## src/hw/rtl/bsu_pkg.sv

```systemverilog
// shared types, codes and utf-8 helpers for the bom sniffing transcoder
package bsu_pkg;

  localparam logic [7:0] BOM8_0    = 8'hEF;
  localparam logic [7:0] BOM8_1    = 8'hBB;
  localparam logic [7:0] BOM8_2    = 8'hBF;
  localparam logic [7:0] BOM16_FF  = 8'hFF;
  localparam logic [7:0] BOM16_FE  = 8'hFE;
  localparam logic [15:0] HIGH_MIN = 16'hD800;
  localparam logic [15:0] HIGH_MAX = 16'hDBFF;
  localparam logic [15:0] LOW_MIN  = 16'hDC00;
  localparam logic [15:0] LOW_MAX  = 16'hDFFF;
  localparam logic [20:0] SUPP_BASE = 21'h10000;
  localparam logic [20:0] CP_1B_MAX = 21'h00007F;
  localparam logic [20:0] CP_2B_MAX = 21'h0007FF;
  localparam logic [20:0] CP_3B_MAX = 21'h00FFFF;

  typedef enum logic [3:0] {
    MODE_UNDEC = 4'b0001,
    MODE_PASS  = 4'b0010,
    MODE_LE    = 4'b0100,
    MODE_BE    = 4'b1000
  } mode_t;

  typedef logic [3:0][7:0] quad_t;
  typedef logic [5:0][7:0] six_t;

  typedef struct packed {
    quad_t      bytes;
    logic [2:0] cnt;
  } utf8_t;

  // one request worth of output: cnt zero with last set is a bare end marker
  typedef struct packed {
    six_t       bytes;
    logic [2:0] cnt;
    logic       last;
  } job_t;

  function automatic utf8_t encode(input logic [20:0] cp);
    utf8_t r;
    r = '0;
    if (cp <= CP_1B_MAX) begin
      r.bytes[0] = cp[7:0];
      r.cnt = 3'd1;
    end else if (cp <= CP_2B_MAX) begin
      r.bytes[0] = {3'b110, cp[10:6]};
      r.bytes[1] = {2'b10, cp[5:0]};
      r.cnt = 3'd2;
    end else if (cp <= CP_3B_MAX) begin
      r.bytes[0] = {4'b1110, cp[15:12]};
      r.bytes[1] = {2'b10, cp[11:6]};
      r.bytes[2] = {2'b10, cp[5:0]};
      r.cnt = 3'd3;
    end else begin
      r.bytes[0] = {5'b11110, cp[20:18]};
      r.bytes[1] = {2'b10, cp[17:12]};
      r.bytes[2] = {2'b10, cp[11:6]};
      r.bytes[3] = {2'b10, cp[5:0]};
      r.cnt = 3'd4;
    end
    return r;
  endfunction

  // place b right after the valid bytes of a
  function automatic six_t combine(input utf8_t a, input utf8_t b);
    six_t       r;
    logic [2:0] k;
    r = '0;
    for (int i = 0; i < 6; i++) begin
      k = 3'(i) - a.cnt;
      if (3'(i) < a.cnt) begin
        r[i] = a.bytes[2'(i)];
      end else if (k < b.cnt) begin
        r[i] = b.bytes[k[1:0]];
      end
    end
    return r;
  endfunction

endpackage

```

## src/hw/rtl/bsu_front.sv

```systemverilog
// front end: bom sniffing, code unit assembly, surrogate pairing, utf-8 encode
module bsu_front import bsu_pkg::*; (
  input  logic       clk,
  input  logic       rst,
  input  logic       accept,
  input  logic [7:0] data_byte,
  input  logic       end_of_file,
  output logic       push,
  output job_t       job
);

  logic [1:0]  pos, pos_next;
  mode_t       mode, mode_next;
  logic [7:0]  held0, held0_next, held1, held1_next;
  logic        half, half_next;
  logic [7:0]  first, first_next;
  logic        hp, hp_next;
  logic [15:0] hs, hs_next;
  logic [15:0] unit;
  logic        is_high, is_low;
  utf8_t       ea, eb;

  assign unit    = (mode == MODE_BE) ? {first, data_byte} : {data_byte, first};
  assign is_high = (unit >= HIGH_MIN) && (unit <= HIGH_MAX);
  assign is_low  = (unit >= LOW_MIN) && (unit <= LOW_MAX);

  always_comb begin
    pos_next   = pos;
    mode_next  = mode;
    held0_next = held0;
    held1_next = held1;
    half_next  = half;
    first_next = first;
    hp_next    = hp;
    hs_next    = hs;
    ea = '0;
    eb = '0;
    unique case (mode)
      MODE_UNDEC: begin
        case (pos)
          2'd0: begin
            if (data_byte == BOM8_0 || data_byte == BOM16_FF || data_byte == BOM16_FE) begin
              held0_next = data_byte;
              pos_next = 2'd1;
              if (end_of_file) begin
                ea.bytes[0] = data_byte;
                ea.cnt = 3'd1;
              end
            end else begin
              mode_next = MODE_PASS;
              ea.bytes[0] = data_byte;
              ea.cnt = 3'd1;
            end
          end
          2'd1: begin
            if (held0 == BOM8_0 && data_byte == BOM8_1) begin
              held1_next = data_byte;
              pos_next = 2'd2;
              if (end_of_file) begin
                ea.bytes[0] = held0;
                ea.bytes[1] = data_byte;
                ea.cnt = 3'd2;
              end
            end else if (held0 == BOM16_FF && data_byte == BOM16_FE) begin
              mode_next = MODE_LE;
              pos_next = 2'd0;
            end else if (held0 == BOM16_FE && data_byte == BOM16_FF) begin
              mode_next = MODE_BE;
              pos_next = 2'd0;
            end else begin
              mode_next = MODE_PASS;
              pos_next = 2'd0;
              ea.bytes[0] = held0;
              ea.bytes[1] = data_byte;
              ea.cnt = 3'd2;
            end
          end
          default: begin
            mode_next = MODE_PASS;
            pos_next = 2'd0;
            // full utf-8 mark is dropped, anything else releases the held bytes
            if (data_byte != BOM8_2) begin
              ea.bytes[0] = held0;
              ea.bytes[1] = held1;
              ea.bytes[2] = data_byte;
              ea.cnt = 3'd3;
            end
          end
        endcase
      end
      MODE_PASS: begin
        ea.bytes[0] = data_byte;
        ea.cnt = 3'd1;
      end
      default: begin
        if (!half) begin
          first_next = data_byte;
          half_next = 1'b1;
          if (end_of_file && hp) begin
            ea = encode({5'd0, hs});
            hp_next = 1'b0;
          end
        end else begin
          half_next = 1'b0;
          if (hp && is_low) begin
            ea = encode(SUPP_BASE + {1'b0, hs[9:0], unit[9:0]});
            hp_next = 1'b0;
          end else begin
            // unpaired high goes out alone, this unit is handled fresh
            if (hp) begin
              ea = encode({5'd0, hs});
              hp_next = 1'b0;
            end
            if (is_high && !end_of_file) begin
              hp_next = 1'b1;
              hs_next = unit;
            end else begin
              eb = encode({5'd0, unit});
            end
          end
        end
      end
    endcase
    if (end_of_file) begin
      pos_next  = 2'd0;
      mode_next = MODE_UNDEC;
      half_next = 1'b0;
      hp_next   = 1'b0;
    end
  end

  assign job.bytes = combine(ea, eb);
  assign job.cnt   = ea.cnt + eb.cnt;
  assign job.last  = end_of_file;
  assign push      = accept && ((job.cnt != 3'd0) || end_of_file);

  always_ff @(posedge clk) begin
    if (rst) begin
      pos  <= 2'd0;
      mode <= MODE_UNDEC;
      half <= 1'b0;
      hp   <= 1'b0;
    end else if (accept) begin
      pos  <= pos_next;
      mode <= mode_next;
      half <= half_next;
      hp   <= hp_next;
    end
  end

  always_ff @(posedge clk) begin
    if (accept) begin
      held0 <= held0_next;
      held1 <= held1_next;
      first <= first_next;
      hs    <= hs_next;
    end
  end

endmodule

```

## src/hw/rtl/bsu_queue.sv

```systemverilog
// two-entry queue of output requests between front and back
module bsu_queue import bsu_pkg::*; (
  input  logic clk,
  input  logic rst,
  input  logic push,
  input  job_t push_job,
  input  logic pop,
  output logic q_valid,
  output logic q_full,
  output job_t q_job
);

  job_t       entries [2];
  logic       wptr, rptr;
  logic [1:0] count;

  assign q_valid = (count != 2'd0);
  assign q_full  = (count == 2'd2);
  assign q_job   = entries[rptr];

  always_ff @(posedge clk) begin
    if (rst) begin
      wptr  <= 1'b0;
      rptr  <= 1'b0;
      count <= 2'd0;
    end else begin
      if (push) begin
        wptr <= ~wptr;
      end
      if (pop) begin
        rptr <= ~rptr;
      end
      if (push && !pop) begin
        count <= count + 2'd1;
      end else if (pop && !push) begin
        count <= count - 2'd1;
      end
    end
  end

  always_ff @(posedge clk) begin
    if (push) begin
      entries[wptr] <= push_job;
    end
  end

endmodule

```

## src/hw/rtl/bsu_back.sv

```systemverilog
// back end: plays out one request byte by byte on the output channel
module bsu_back import bsu_pkg::*; (
  input  logic       clk,
  input  logic       rst,
  input  logic       q_valid,
  input  job_t       q_job,
  output logic       pop,
  output logic       out_valid,
  input  logic       out_stall,
  output logic [7:0] out_byte,
  output logic       byte_valid,
  output logic       out_last
);

  job_t       cur;
  logic       busy;
  logic [2:0] idx;
  logic       idx_last;
  logic       done;

  // bare end marker is a single beat with no byte
  assign idx_last   = (cur.cnt == 3'd0) || (idx == cur.cnt - 3'd1);
  assign done       = busy && !out_stall && idx_last;
  assign pop        = q_valid && (!busy || done);

  assign out_valid  = busy;
  assign byte_valid = (cur.cnt != 3'd0);
  assign out_byte   = byte_valid ? cur.bytes[idx] : 8'd0;
  assign out_last   = cur.last && idx_last;

  always_ff @(posedge clk) begin
    if (rst) begin
      busy <= 1'b0;
      idx  <= 3'd0;
    end else if (pop) begin
      busy <= 1'b1;
      idx  <= 3'd0;
    end else if (done) begin
      busy <= 1'b0;
    end else if (busy && !out_stall) begin
      idx <= idx + 3'd1;
    end
  end

  always_ff @(posedge clk) begin
    if (pop) begin
      cur <= q_job;
    end
  end

endmodule

```

## src/hw/rtl/bom_sniff_utf16_to_utf8.sv

```systemverilog
// top level: bom sniffing front end, request queue and byte play-out back end
// an input byte is taken every cycle while the two-entry request queue has room
// its result bytes pass the request queue and the back end's current request register
// on the way out; the back end sends one byte per cycle while out_stall is low
// synchronous rst clears sniffing, mode, surrogate, queue and back end state; end of file
// returns the front end to its start state
module bom_sniff_utf16_to_utf8 import bsu_pkg::*; (
  input  logic       clk,
  input  logic       rst,
  input  logic       in_valid,
  output logic       in_stall,
  input  logic [7:0] data_byte,
  input  logic       end_of_file,
  output logic       out_valid,
  input  logic       out_stall,
  output logic [7:0] out_byte,
  output logic       byte_valid,
  output logic       out_last
);

  logic accept;
  logic push;
  job_t push_job;
  logic pop;
  logic q_valid;
  logic q_full;
  job_t q_job;

  assign in_stall = q_full;
  assign accept   = in_valid && !in_stall;

  bsu_front u_front (
    .clk        (clk),
    .rst        (rst),
    .accept     (accept),
    .data_byte  (data_byte),
    .end_of_file(end_of_file),
    .push       (push),
    .job        (push_job)
  );

  bsu_queue u_queue (
    .clk     (clk),
    .rst     (rst),
    .push    (push),
    .push_job(push_job),
    .pop     (pop),
    .q_valid (q_valid),
    .q_full  (q_full),
    .q_job   (q_job)
  );

  bsu_back u_back (
    .clk       (clk),
    .rst       (rst),
    .q_valid   (q_valid),
    .q_job     (q_job),
    .pop       (pop),
    .out_valid (out_valid),
    .out_stall (out_stall),
    .out_byte  (out_byte),
    .byte_valid(byte_valid),
    .out_last  (out_last)
  );

  a_no_push_full: assert property (@(posedge clk) disable iff (rst) push |-> !q_full)
    else $error("request pushed into full queue");

  a_pop_has_data: assert property (@(posedge clk) disable iff (rst) pop |-> q_valid)
    else $error("request popped from empty queue");

  a_bare_is_last: assert property (@(posedge clk) disable iff (rst)
    (out_valid && !byte_valid) |-> out_last)
    else $error("bare marker without last");

  a_request_nonempty: assert property (@(posedge clk) disable iff (rst)
    push |-> (push_job.cnt != 3'd0 || push_job.last))
    else $error("empty request queued");

endmodule
```

## config.mk

```make
export PLATFORM = sky130hd
export DESIGN_NAME = bom_sniff_utf16_to_utf8
export DESIGN_NICKNAME = d
export VERILOG_FILES = /design/src/hw/rtl/bsu_pkg.sv /design/src/hw/rtl/bsu_front.sv /design/src/hw/rtl/bsu_queue.sv /design/src/hw/rtl/bsu_back.sv /design/src/hw/rtl/bom_sniff_utf16_to_utf8.sv
export SDC_FILE = /design/constraint.sdc
export NUM_CORES = 1
export LEC_CHECK = 0
export BUFFER_PORTS_ARGS = -buffer_cell sky130_fd_sc_hd__buf_2
export CAP_MARGIN = 20
export CORE_ASPECT_RATIO = 0.8
export CORE_UTILIZATION = 59
export DETAILED_ROUTE_END_ITERATION = 6
export MAX_ROUTING_LAYER = met4
export PLACE_DENSITY = 0.76
export SYNTH_ARGS = -nofsm -noshare
export SYNTH_HDL_FRONTEND = slang
export SYNTH_SLANG_ARGS = --single-unit
```

## constraint.sdc

```tcl
create_clock -name clk -period 8 [get_ports clk]
set_input_delay 0 -clock clk [delete_from_list [all_inputs] [get_ports clk]]
set_output_delay 0 -clock clk [all_outputs]
set_load 0.01 [all_outputs]
```

* After elaboration in Yosys (flattened, before gate mapping) *
Memory sizes are Yosys's and may differ from the RTL's. A register that Yosys moved wholly into a read port is not among the register bits.
Cells that the tools add are included.
W data, S select, Z words.

word-level totals
  register bits = 56
  memory bits (writable) = 104
  bits of input ports = 13
  output and inout bits = 12
  logic and storage cells = 229
  memories kept = 1

memories
  memory           depth  bits a word  rd ports  clocked after Yosys merged registers in  write ports  RTL line         text
  u_queue.entries  2      52           1         1                                        1            bsu_queue.sv:13  job_t entries [2];

cells by class
  add/subtract/negate cells = 12
  magnitude comparators = 30
  eq/ne operators = 18
  multiplexer cells = 102
  bitwise logic cells = 6
  reductions and logical operators = 47

operators by type and width
  operator                  number
  $mux W27                  15
  $mux W19                  11
  $mux W8                   24
  $mux W35                  4
  $bmux W8 S2               6
  $mux W11                  6
  $eq A8 B8 Y1 const B      7
  $pmux W11 S2              2
  $ge A16 B16 Y1 const B    2
  $le A16 B11 Y1 const B    2
  $le A16 B16 Y1 const B    2
  $le A16 B7 Y1 const B     2
  $pmux W8 S2               2
  $mux W25                  1
  $bmux W8 S3               1
  $mux W24                  1
  $mux W4                   6
  $add A17 B20 Y21 const A  1
  $le A21 B11 Y1 const B    1
  $le A21 B16 Y1 const B    1
  $le A21 B7 Y1 const B     1
  $lt A2 B3 Y1 const B      6
  $lt A3 B3 Y1              6
  $mux W17                  1
  other kinds (40)          104

* Logic depth before layout (Yosys ltp) *
Gate-level depths: netlist of the first run.

  depth after elaboration = 23
  mapped depth = 18

* By module *
Synthesis of the first run repeated with hierarchy kept, for this count alone.

second synthesis, totals
  cells, all modules = 970
  area total of the unflattened synthesis = 11417.2 sq um

by module, submodules not included
  module                   times used  cells each  area an instance (sq um)  sequential area each (sq um)
  bsu_front                1           658         5129.9                    1361.3
  bsu_queue                1           184         3980.1                    3223.1
  bsu_back                 1           127         2293.4                    1641.6
  bom_sniff_utf16_to_utf8  1           1           13.8                      0.0

* Worst setup path after synthesis of the first run *
Ideal clock, no wire load.

  path kind = flip-flop to flip-flop
  start = register u_front.mode[1]
  end = memory u_queue.entries[0][0] (netlist name) (enable)
  library setup time = 462 ps
  data arrival time = 5593 ps
  required time = 7538 ps
  path slack = 1945 ps
  stages on the path, launching flop included = 14
  path buffers = 3
  clock period less this slack = 6055 ps
  cells stage by stage = dfxtp_1 or4b_1 buf_2 nor4_4 o21ai_2 mux2i_2 o41a_4 buf_6 buf_6 ha_1 fa_1 xnor2_2 o41ai_4 nor2_1

RTL lines
  item                    RTL line          text
  from (decl)             bsu_front.sv:13   mode_t mode, mode_next;
  from (signal assigned)  bsu_front.sv:145  mode <= mode_next;
  to (decl)               bsu_queue.sv:13

==> impl_results.md, run 1 <==
- Main combinational cell family by area after synthesis: compound AO/OA/AOI/OAI gates
- Top post-synthesis cells by area: edfxtp_1, mux2_2, dfxtp_1, mux2i_1, nand2_1
- Max-capacitance violation count: 0
- EDFF count, synth: 196
- Non-Filler Instances: 1254
- Mux share of post-synthesis cell area: 10.9%
- Adder-cell share of the synthesized area: 2.16%
- Max Slew Vio Count: 0
- First-pass GRT wire length: 46100 um
- Share of the synthesized area in the top cell type: 52.0%
- TNS Setup: 0 ps
- Initial Util: 61.4%
- Placed insts: 1206
- Die H: 126 um
- Period utilisation layout: 70.8%
- Vias/cell: 6.67
- Largest net degree at the start of global routing: 58
- Fmax: 177 MHz
- GR Overflow Total: 0
- Gr usage total: 32.3%
- Leak: 0.00419 uW
- Synth Area per Inst: 11.7 um^2
- Yosys warns: 0
- Mapped cell area: 11300 um^2
- Syn-to-layout area delta: 9.53%
- Hold Path Class: primary input to flip-flop
- Fin Hold WS: 98.9 ps
- PortBufs: 24
- Post-synthesis sequential area ratio: 54.8%
- Via count: 8363
- CP startpoint kind: flip-flop
- Distinct cells, synth: 91
- Setup Buffers After CTS: 0
- Final wirelength: 30000 um
- Arrival time at the worst endpoint: 5920 ps
- Power Density: 273 nW/um^2
- Setup crit end kind: flip-flop
- Critical path class: flip-flop to flip-flop
- Switch share: 29.5%
- Fin area: 12400 um^2
- Die Wd: 157 um
- Post-route minimum period: 5660 ps
- RSZ-0062 raised after global routing: false
- Post-synth ARST share: 0%
- Clock Skews: 21.7 ps
- Synth Register Bits: 212
- Share of cells above drive strength 1: 16.9%
- Final setup violating endpoints: 0
- Worst-Margin Slew: 1020 ps
- Core Rows: 44
- Clk slew on worst S/H paths: 70 ps
- CP Max Fanout: 23
- Clock Tree Buf Depth: 3
- DPL Wire Length: 21200 um
- Seq pwr share: 48.0%
- DR WL/cell: 23.9 um
- Ys flop type: edfxtp_1
- Post-Synth Simple-Gate Area: 13.4%
- Vias in the first global route: 7928
- Yosys top cell by area: edfxtp_1
- Commonest non-fill, non-tap cell in the layout: edfxtp_1
- Overall power: 3390 uW
- Gate power share: 25.1%
- Clk root buf: clkbuf_16
- Storage cell area: 6210 um^2
- Worst reg2reg path depth: 12
- 1st-iter DRT viols: 1285
- Relative slew slack: 31.3%
- Filler Cell Count: 1391
- Worst VDD drop: 0.283 mV
- Final nets: 1020
- Core ar.: 18400 um^2
- Antenna viol nets, final: 0
- Syn Nets: 999
- Hold depth: 4
- Initial antenna violation count: 0
- Cell-internal power: 2390 uW
- DRC Markers: 0
- Total CTS buffers: 21
- Routability cong.: 1.04
- Post-placement cell area: 11700 um^2
- Post-synthesis compound-gate area fraction: 14.4%
- P_sw: 1000 uW
- Clock Power Share: 27.0%
- TritonCTS clock tree: built
- First drt pass iteration count: 6
- I/O pins: 25
- Area of the multi-input gates: 4780 um^2
- Full die area: 19800 um^2
- Mapped Cells: 967
- Clk_lat worst skew: 510 ps
- Req. time, crit path: 8250 ps
- # clock sinks: 212
- H-tree Lvls: 1
- Ant diodes: 0
- Final hold violation count: 0
- Xor and xnor area share after synthesis: 1.07%
- Outcome: finished, final reports clean
- Most frequent cells in the layout: edfxtp_1, nand2_1, nor2_1
==> worst max-delay path, stage by stage, from the launching register on <==
cell and delay (ps):
dfxtp_1 380, or4b_1 890, nor4_4 420, o21ai_2 140, o2bb2ai_2 520, a31o_2 190
a21o_1 500, ha_1 660, clkinv_1 450, ha_1 380, a21oi_1 140, nand3b_1 290
o41ai_1 450
==> logic make-up (layout without fill, tap and decap cells) <==
kind of cell | count (synthesis) | after routing
xor+xnor | 13 | 13
mux | 104 | 104
fa+ha+maj | 19 | 19
simple gates | 305 | 305
flops | 212 | 212
compound gates | 226 | 226
buf+inv | 88 | 122
==> routing by layer <==
| metal | track usage, % | routed length, um |
|---|---|---|
| met5 | - | 0 |
| met1 | 46.2 | 13000 |
| met2 | 46.1 | 12900 |
| met3 | 7.26 | 3220 |
| met4 | 9.00 | 860 |
==> state kept, by name, summed over array words and instances (netlist names) <==
name and cells:
u_queue.entries 104, u_front.held0 8, u_front.hs 16, u_queue.rptr 1, u_front.half 1, u_back.out_valid 1, u_front.mode 4, u_front.first 8
u_back.idx 3, u_front.pos 2, u_back.cur 52, u_front.held1 8, u_front.hp 1, u_queue.wptr 1, u_queue.count 2
==> synth_stat cells, types with 7 or more instances <==
cell        n
a31oi_1    11
nor2_1     70
a22oi_1    16
buf_2       8
mux2_2     62
mux2i_1    31
o22ai_1    15
dfxtp_1    16
and2_1     13
nor3_1     29
nand2_1    77
or3_1      10
a21oi_1    48
nand3_1    43
o221ai_1    9
xnor2_1     7
a221o_1    12
edfxtp_1  196
a211oi_1    9
a21o_1      7
clkbuf_1   35
inv_1      31
o21ai_0    34
nand4_1    10
mux4_2      8
and3_1      9
ha_1       18
nor4_1     11
==> power by group through the flow <==
stage / Combinational [uW] / Clock, uW / Sequential, uW
2_1_floorplan: 617 / 0 / 1620
3_3_place_gp: 827 / 0 / 1630
3_5_place_dp: 839 / 0 / 1650
4_1_cts: 851 / 927 / 1630
5_1_grt: 924 / 966 / 1650
6_report: 849 / 913 / 1630
==> final timing paths <==
check             slack, ps                      to             from
setup / recovery       2340  u_queue.entries[1][24]  u_front.mode[1]
setup reg to reg       2340  u_queue.entries[1][24]  u_front.mode[1]
hold / removal          100        u_front.held0[6]         in_valid
hold reg to reg         520         u_front.mode[3]  u_front.mode[3]
==> metrics by stage <==
step | setup slack, ps | util (%)
2_1_floorplan | 1940 | -
3_3_place_gp | 2710 | 63.3
3_5_place_dp | 2500 | 63.3
4_1_cts | 2480 | 67.3
5_1_grt | 1870 | 67.3
6_report | 2340 | 67.3
==> what timing repair did <==
item,in CTS,in global routing
resized for setup,0,0
hold buffers,12,0
endpoints found under the hold margin,41,0
==> cell type report <==
class,count,area share (%)
Inverter,36,1.11
Clock buffer,25,4.36
Timing Repair Buffer,50,2.78
Clock inverter,11,0.655
Tap cell,253,2.55
Sequential cell,212,50.0
Multi-Input combinational cell,667,38.5
No activity file was read; power rests on OpenSTA's default activity.
==> run 2: changes to the inputs <==
CORE_UTILIZATION = 57   (was 59)
clock period = 4.8 ns   (was 8 ns; I/O delays follow)
==> run 2 against run 1 <==
Critical endpoint is now u_queue.count[1]. Highest routed layer unchanged. Global-route usage fell by 0.95 points. Cell area rose by 2.7%. Critical path type unchanged. Critical path depth did not move. Setup slack got worse by 2100 ps. Largest power group unchanged.
==> impl_results.md, run 2 (synthesized netlist as in run 1, its figures left out) <==
- Antenna viol nets, final: 0 (unchanged)
- Max stage delay cell, worst path: or4b_1
- Outcome: finished, final reports clean
- Worst-Margin Slew: 921 ps (-96.2 ps)
- Max Slew Vio Count: 0 (unchanged)
- Syn-to-layout area delta: 12.4%
- Largest net degree at the start of global routing: 57 (-1.7%)
- Worst reg2reg path depth: 12 (unchanged)
- Clk_lat worst skew: 500 ps (about the same)
- Critical path class: flip-flop to flip-flop
- Vias in the first global route: 7972 (+0.55%)
- TNS Setup: 0 ps (unchanged)
- Slowest stage delay, CP: 640 ps (-250 ps)
- RR Endpoint: u_queue.count[1]
- Min-delay src: data_byte[6]
- Max-capacitance violation count: 0 (unchanged)
- Die Wd: 160 um (+1.7%)
- RSZ-0062 raised after global routing: false
- Fmax: 218 MHz (+23%)
- Vias/cell: 6.58 (-1.3%)
- 1st-iter DRT viols: 1074 (-16%)
- Final setup violating endpoints: 0 (unchanged)
- Non-Filler Instances: 1299 (+3.6%)
- CP Max Fanout: 6 (-74%)
- Setup crit end kind: flip-flop
- Core Rows: 45 (+2.3%)
- Initial Util: 59.0% (-2.4 points)
- First-pass GRT wire length: 46900 um (+1.6%)
- # clock sinks: 212 (unchanged)
- Max reg flops: 104 (unchanged)
- Core Util, Final: 66.3% (-0.93 points)
- Post_cts resized: 0 (unchanged)
- Hold Path Class: primary input to flip-flop
- Die H: 128 um (+1.7%)
- Overall power: 5690 uW (+68%)
- Clock Skews: 16.1 ps (-5.55 ps)
- Clk root buf: clkbuf_16
- Clock Tree Buf Depth: 3 (unchanged)
- Gr usage total: 31.3% (-0.95 points)
- Period utilisation layout: 95.7% (+25 points)
- Hold endpoint: u_front.held1[6]
- Biggest register: u_queue.entries
- I/O pins: 25 (unchanged)
- Arrival time at the worst endpoint: 5030 ps (-890 ps)
- Worst VDD drop: 0.440 mV (+55%)
- Clk slew on worst S/H paths: 60 ps (about the same)
- Routability cong.: 0.967 (-6.6%)
- GR Overflow Total: 0 (unchanged)
- Full die area: 20400 um^2 (+3.5%)
- PortBufs: 24 (unchanged)
- Total CTS buffers: 21 (unchanged)
- First drt pass iteration count: 5 (-1)
- Final worst slack: 207 ps (-2130 ps)
- R2R Path Start: u_front.mode[1]
- Post-route minimum period: 4590 ps (-1070 ps)
- Regs by FF count: u_queue.entries (104), u_back.cur (52), u_front.hs (16)
- DRC Markers: 0 (unchanged)
- H-tree Lvls: 1 (unchanged)
- Power Density: 447 nW/um^2 (+64%)
- Leak: 0.00439 uW (+4.8%)
- DPL Wire Length: 22300 um (+5.2%)
- Hold depth: 2 (-2)
- CP startpoint kind: flip-flop
- Reg2Reg Setup Slack: 210 ps (-2130 ps)
- Worst-path cell chain: or4b_1, nor4_4, o21ai_2, mux2i_2, o41a_4, ha_1, fa_1, o41ai_4, inv_2, ha_1, or3_1, a21oi_1
- Ant diodes: 0 (unchanged)
- Core ar.: 19200 um^2 (+4.1%)
- Share of cells above drive strength 1: 20.4% (+3.5 points)
- DR WL/cell: 23.6 um (-1.4%)
- Placed insts: 1251 (+3.7%)
- Final hold violation count: 0 (unchanged)
- Most frequent cells in the layout: edfxtp_1, nand2_1, nor2_1
- Final nets: 1061 (+4.0%)
- Initial antenna violation count: 0 (unchanged)
- TritonCTS clock tree: built
- Via count: 8548 (+2.2%)
- Req. time, crit path: 5230 ps (-3020 ps)
- Setup Buffers After CTS: 0 (unchanged)
- Commonest non-fill, non-tap cell in the layout: edfxtp_1
- Critical Path Most Common Cell: ha_1
- Dpl ws: 232 ps (-2270 ps)
- Relative slew slack: 37.8% (+6.4 points)
- Final wirelength: 30600 um (+2.1%)
run 2: cell count changes in the layout (fill, tap and decap cells not counted), sizes merged:
cell / delta
dlygate4sd3: +1
inv: -1
bufinv: -1
clkinvlp: +2
clkinv: -1
buf: +40
run 2: timing repair:
action / in CTS / in global routing
endpoints found under the hold margin: 41 / 0
endpoints found under the setup margin: 0 / 0
hold buffers: 13 / 0
run 2: report_power, final:
part	internal (uW)	leakage [uW]	switching, uW
Combinational	615	0.00212	899
Sequential	2570	0.00198	138
Clock	803	0.000293	666
run 2: critical path: cells and delay by family, from the launching register on:
kind / cells / cell delay, ps
fa+ha+maj: 3 / 1100
compound gates: 4 / 1340
mux: 1 / 230
buf+inv: 1 / 80
simple gates: 3 / 1390
flops: 1 / 370
run 2: area by class of cell:
class	instances	area (um^2)
Fill cell	1453	6460
Sequential cell	212	6210
Multi-Input combinational cell	667	4780
Timing Repair Buffer	91	693
Clock buffer	25	541
Tap cell	258	323
Inverter	36	138
Clock inverter	10	57.6
run 2: through the flow:
stage                     area (um^2)  hold slack [ps]
after global routing            12700              423
final                           12700              410
after floorplan                 11300             98.9
after CTS                       12700              386
after detailed placement        12000              372
after global placement          12000              353
run 2: worst max path at each step:
stage / startpoint / cells after the start / end
CTS: u_front.mode[1] / 12 / u_queue.count[1]
global route: u_front.mode[1] / 12 / u_queue.count[1]
global placement: u_front.mode[1] / 12 / u_queue.count[1]
floorplan: u_front.mode[1] / 13 / u_queue.entries[0][0]
detailed placement: u_front.mode[1] / 12 / u_queue.count[1]
finish: u_front.mode[1] / 12 / u_queue.count[1]
run 2: layer usage:
metal  share of wire, %  routed length [um]  global-route usage (%)  vias to the layer above
li1                   -                   -                       -                     3869
met5                  0                   0                       -                        -
met1                 44               13500                    45.3                     4163
met3                9.7                2970                    4.59                       60
met4                2.9                 894                    9.79                        0
met2                 43               13300                    45.8                      456
==> run 3: changes to the inputs <==
==> constraint.sdc (replaced) <==
create_clock -name clk -period 4.8 [get_ports clk]
set_input_delay 1.44 -clock clk [delete_from_list [all_inputs] [get_ports clk]]
set_output_delay 1.44 -clock clk [all_outputs]
set_load 0.01 [all_outputs]
==> run 3 against run 2 <==
Clock power rose by 6%. Cell area rose by 2.5%. Setup slack improved by 120 ps. Utilization rose by 1.6 points. Global-route usage fell by 0.18 points. Clock skew rose by 15 ps. Worst hold slack improved by 100 ps. Clock-buffer cell count rose by 2. Register-to-register slack improved by 240 ps. Critical path type is now primary input to flip-flop. Highest routed layer unchanged.
==> impl_results.md, run 3 (synthesized netlist as in run 1, its figures left out) <==
- H-tree Lvls: 1 (unchanged)
- TritonCTS clock tree: built
- Leak: 0.00459 uW (+4.5%)
- Die Wd: 160 um (unchanged)
- Critical Path End: u_queue.entries[1][8]
- CP startpoint kind: primary input
- Die H: 128 um (unchanged)
- CP delay by family, top: compound AO/OA/AOI/OAI gates
- # clock sinks: 212 (unchanged)
- Worst-path cell chain: buf_2, nand3b_1, or3_1, a21boi_2, nand2_1, o21ai_0, a21o_1, buf_4, inv_1, ha_1, or4_1, a21oi_2, o311ai_1, o21ai_0
- Largest net degree at the start of global routing: 57 (unchanged)
- Max-capacitance violation count: 0 (unchanged)
- Final wirelength: 30400 um (-0.70%)
- PortBufs: 24 (unchanged)
- Clock Tree Buf Depth: 3 (unchanged)
- Post-placement cell area: 12400 um^2 (+3.4%)
- Post_cts resized: 0 (unchanged)
- Final worst slack: 331 ps (+124 ps)
- Max stage delay cell, worst path: or4_1
- Met3 wire length: 3090 um (+4.1%)
- Worst reg2reg path depth: 15 (+3)
- Relative slew slack: 33.8% (-4.0 points)
- Post-CTS Hold Fix Bufs: 0 (-13)
- Syn-to-layout area delta: 15.2%
- Met2 wire length: 13100 um (-1.3%)
- Vias/cell: 6.48 (-1.5%)
- Period utilisation layout: 93.1% (-2.6 points)
- R2R Path Start: u_front.mode[1]
- DRC Markers: 0 (unchanged)
- CP Max Fanout: 10 (+4)
- Clk root buf: clkbuf_16
- Gr usage total: 31.2% (-0.18 points)
- Fmax: 224 MHz (+2.8%)
- Ant diodes: 0 (unchanged)
- First-pass GRT wire length: 46600 um (-0.66%)
- Full die area: 20400 um^2 (unchanged)
- Clk_lat worst skew: 520 ps (+20 ps)
- Critical path class: primary input to flip-flop
- Clk slew on worst S/H paths: 60 ps (about the same)
- Antenna viol nets, final: 0 (unchanged)
- DR WL/cell: 22.8 um (-3.4%)
- Regs by FF count: u_queue.entries (104), u_back.cur (52), u_front.hs (16)
- Share of cells above drive strength 1: 24.6% (+4.2 points)
- Commonest non-fill, non-tap cell in the layout: edfxtp_1
- Final nets: 1098 (+3.5%)
- RR Endpoint: u_queue.count[1]
- Slowest stage delay, CP: 550 ps (-90 ps)
- Initial antenna violation count: 0 (unchanged)
- Worst path depth: 14 (+2)
- Core ar.: 19200 um^2 (unchanged)
- Post-route minimum period: 4470 ps (-124 ps)
- Top sig layer: met4
- I/O pins: 25 (unchanged)
- DPL Wire Length: 22800 um (+2.2%)
- Most frequent cells in the layout: edfxtp_1, buf_4, nand2_1
- Biggest register: u_queue.entries
- Crit. Startpoint: data_byte[5]
- Final setup violating endpoints: 0 (unchanged)
- Fin area: 13100 um^2 (+2.5%)
- Bufs and invs on worst path: 3 (+2)
- Routed metal-1 wire length: 13400 um (-0.62%)
- Fin Hold WS: 509 ps (+99.6 ps)
- Clock Skews: 30.7 ps (+14.6 ps)
- Via count: 8654 (+1.2%)
- Worst-Margin Slew: 990 ps (+69.1 ps)
- RSZ-0062 raised after global routing: false
- Worst VDD drop: 0.409 mV (-7.1%)
- Filler Cell Count: 1389 (-4.4%)
- Setup crit end kind: flip-flop
- Vias in the first global route: 8013 (+0.51%)
- Critical Path Most Common Cell: o21ai_0
- Hold Path Class: flip-flop to flip-flop
- Total CTS buffers: 21 (unchanged)
- Routability cong.: 1.02 (+6.0%)
- Max reg flops: 104 (unchanged)
- GR Overflow Total: 0 (unchanged)
- Req. time, crit path: 5010 ps (-220 ps)
- Core Rows: 45 (unchanged)
- Max Slew Vio Count: 0 (unchanged)
- Power Density: 446 nW/um^2 (about the same)
- Outcome: finished, final reports clean
- Dpl ws: -107 ps (-339 ps)
- 1st-iter DRT viols: 1159 (+7.9%)
- Reg2Reg Setup Slack: 450 ps (+240 ps)
- Arrival time at the worst endpoint: 4680 ps (-350 ps)
- Final hold violation count: 0 (unchanged)
- First drt pass iteration count: 6 (+1)
- Initial Util: 59.0% (unchanged)
- Setup Buffers After CTS: 0 (unchanged)
- Min-delay src: u_front.mode[3]
==> run 3: cell count changes in the layout (fill, tap and decap cells not counted), moves of 2 or more <==
cell / previous run / this run
o21ai_1: 5 / 7
dlygate4sd3_1: 13 / 0
clkinv_2: 6 / 2
ha_1: 18 / 16
bufinv_16: 0 / 2
buf_4: 51 / 102
o21ai_0: 34 / 32
ha_4: 0 / 2
clkbuf_1: 4 / 6
==> run 3: final cells by class <==
type	instances	area, um^2	share of cell area, %
clock inverter	7	87.6	0.671
multi-input combinational	667	4820	37.0
clock buffer	27	548	4.20
timing repair buffer	128	926	7.09
tap	258	323	2.47
inverter	36	139	1.06
sequential	212	6210	47.6
==> run 3: report_power, final <==
group / switching, uW / internal, uW
clock: 655 / 908
combinational: 892 / 648
sequential: 153 / 2570
total: 1700 / 4130
==> run 3: worst min-delay path: cells and delay by family, from the launching register on <==
kind            cells  cell delay, ps
compound gates      1              50
simple gates        1              70
flops               1             340
==> run 3: through the flow <==
stage	total power, uW	utilization [%]	setup TNS [ps]	std cells
after global placement	4210	64.7	-54.7	1301
after floorplan	3750	-	-42820	967
after global routing	6070	68.0	0	1335
final	5830	68.0	0	1335
after detailed placement	4290	64.7	-977	1301
after CTS	5850	68.0	0	1335
==> run 3: worst min-delay path by stage <==
stage	depth (start not counted)	to
detailed placement	2	u_front.mode[3]
global route	2	u_front.mode[3]
finish	2	u_front.mode[3]
floorplan	2	u_front.mode[3]
CTS	2	u_front.mode[3]
global placement	2	u_front.mode[3]
==> run 3: routing by layer <==
metal  up-vias  GRT usage (%)
li1       3939              -
met1      4187           45.3
met2       472           45.9
met3        56           4.56
met4         0           8.03
met5         -              -
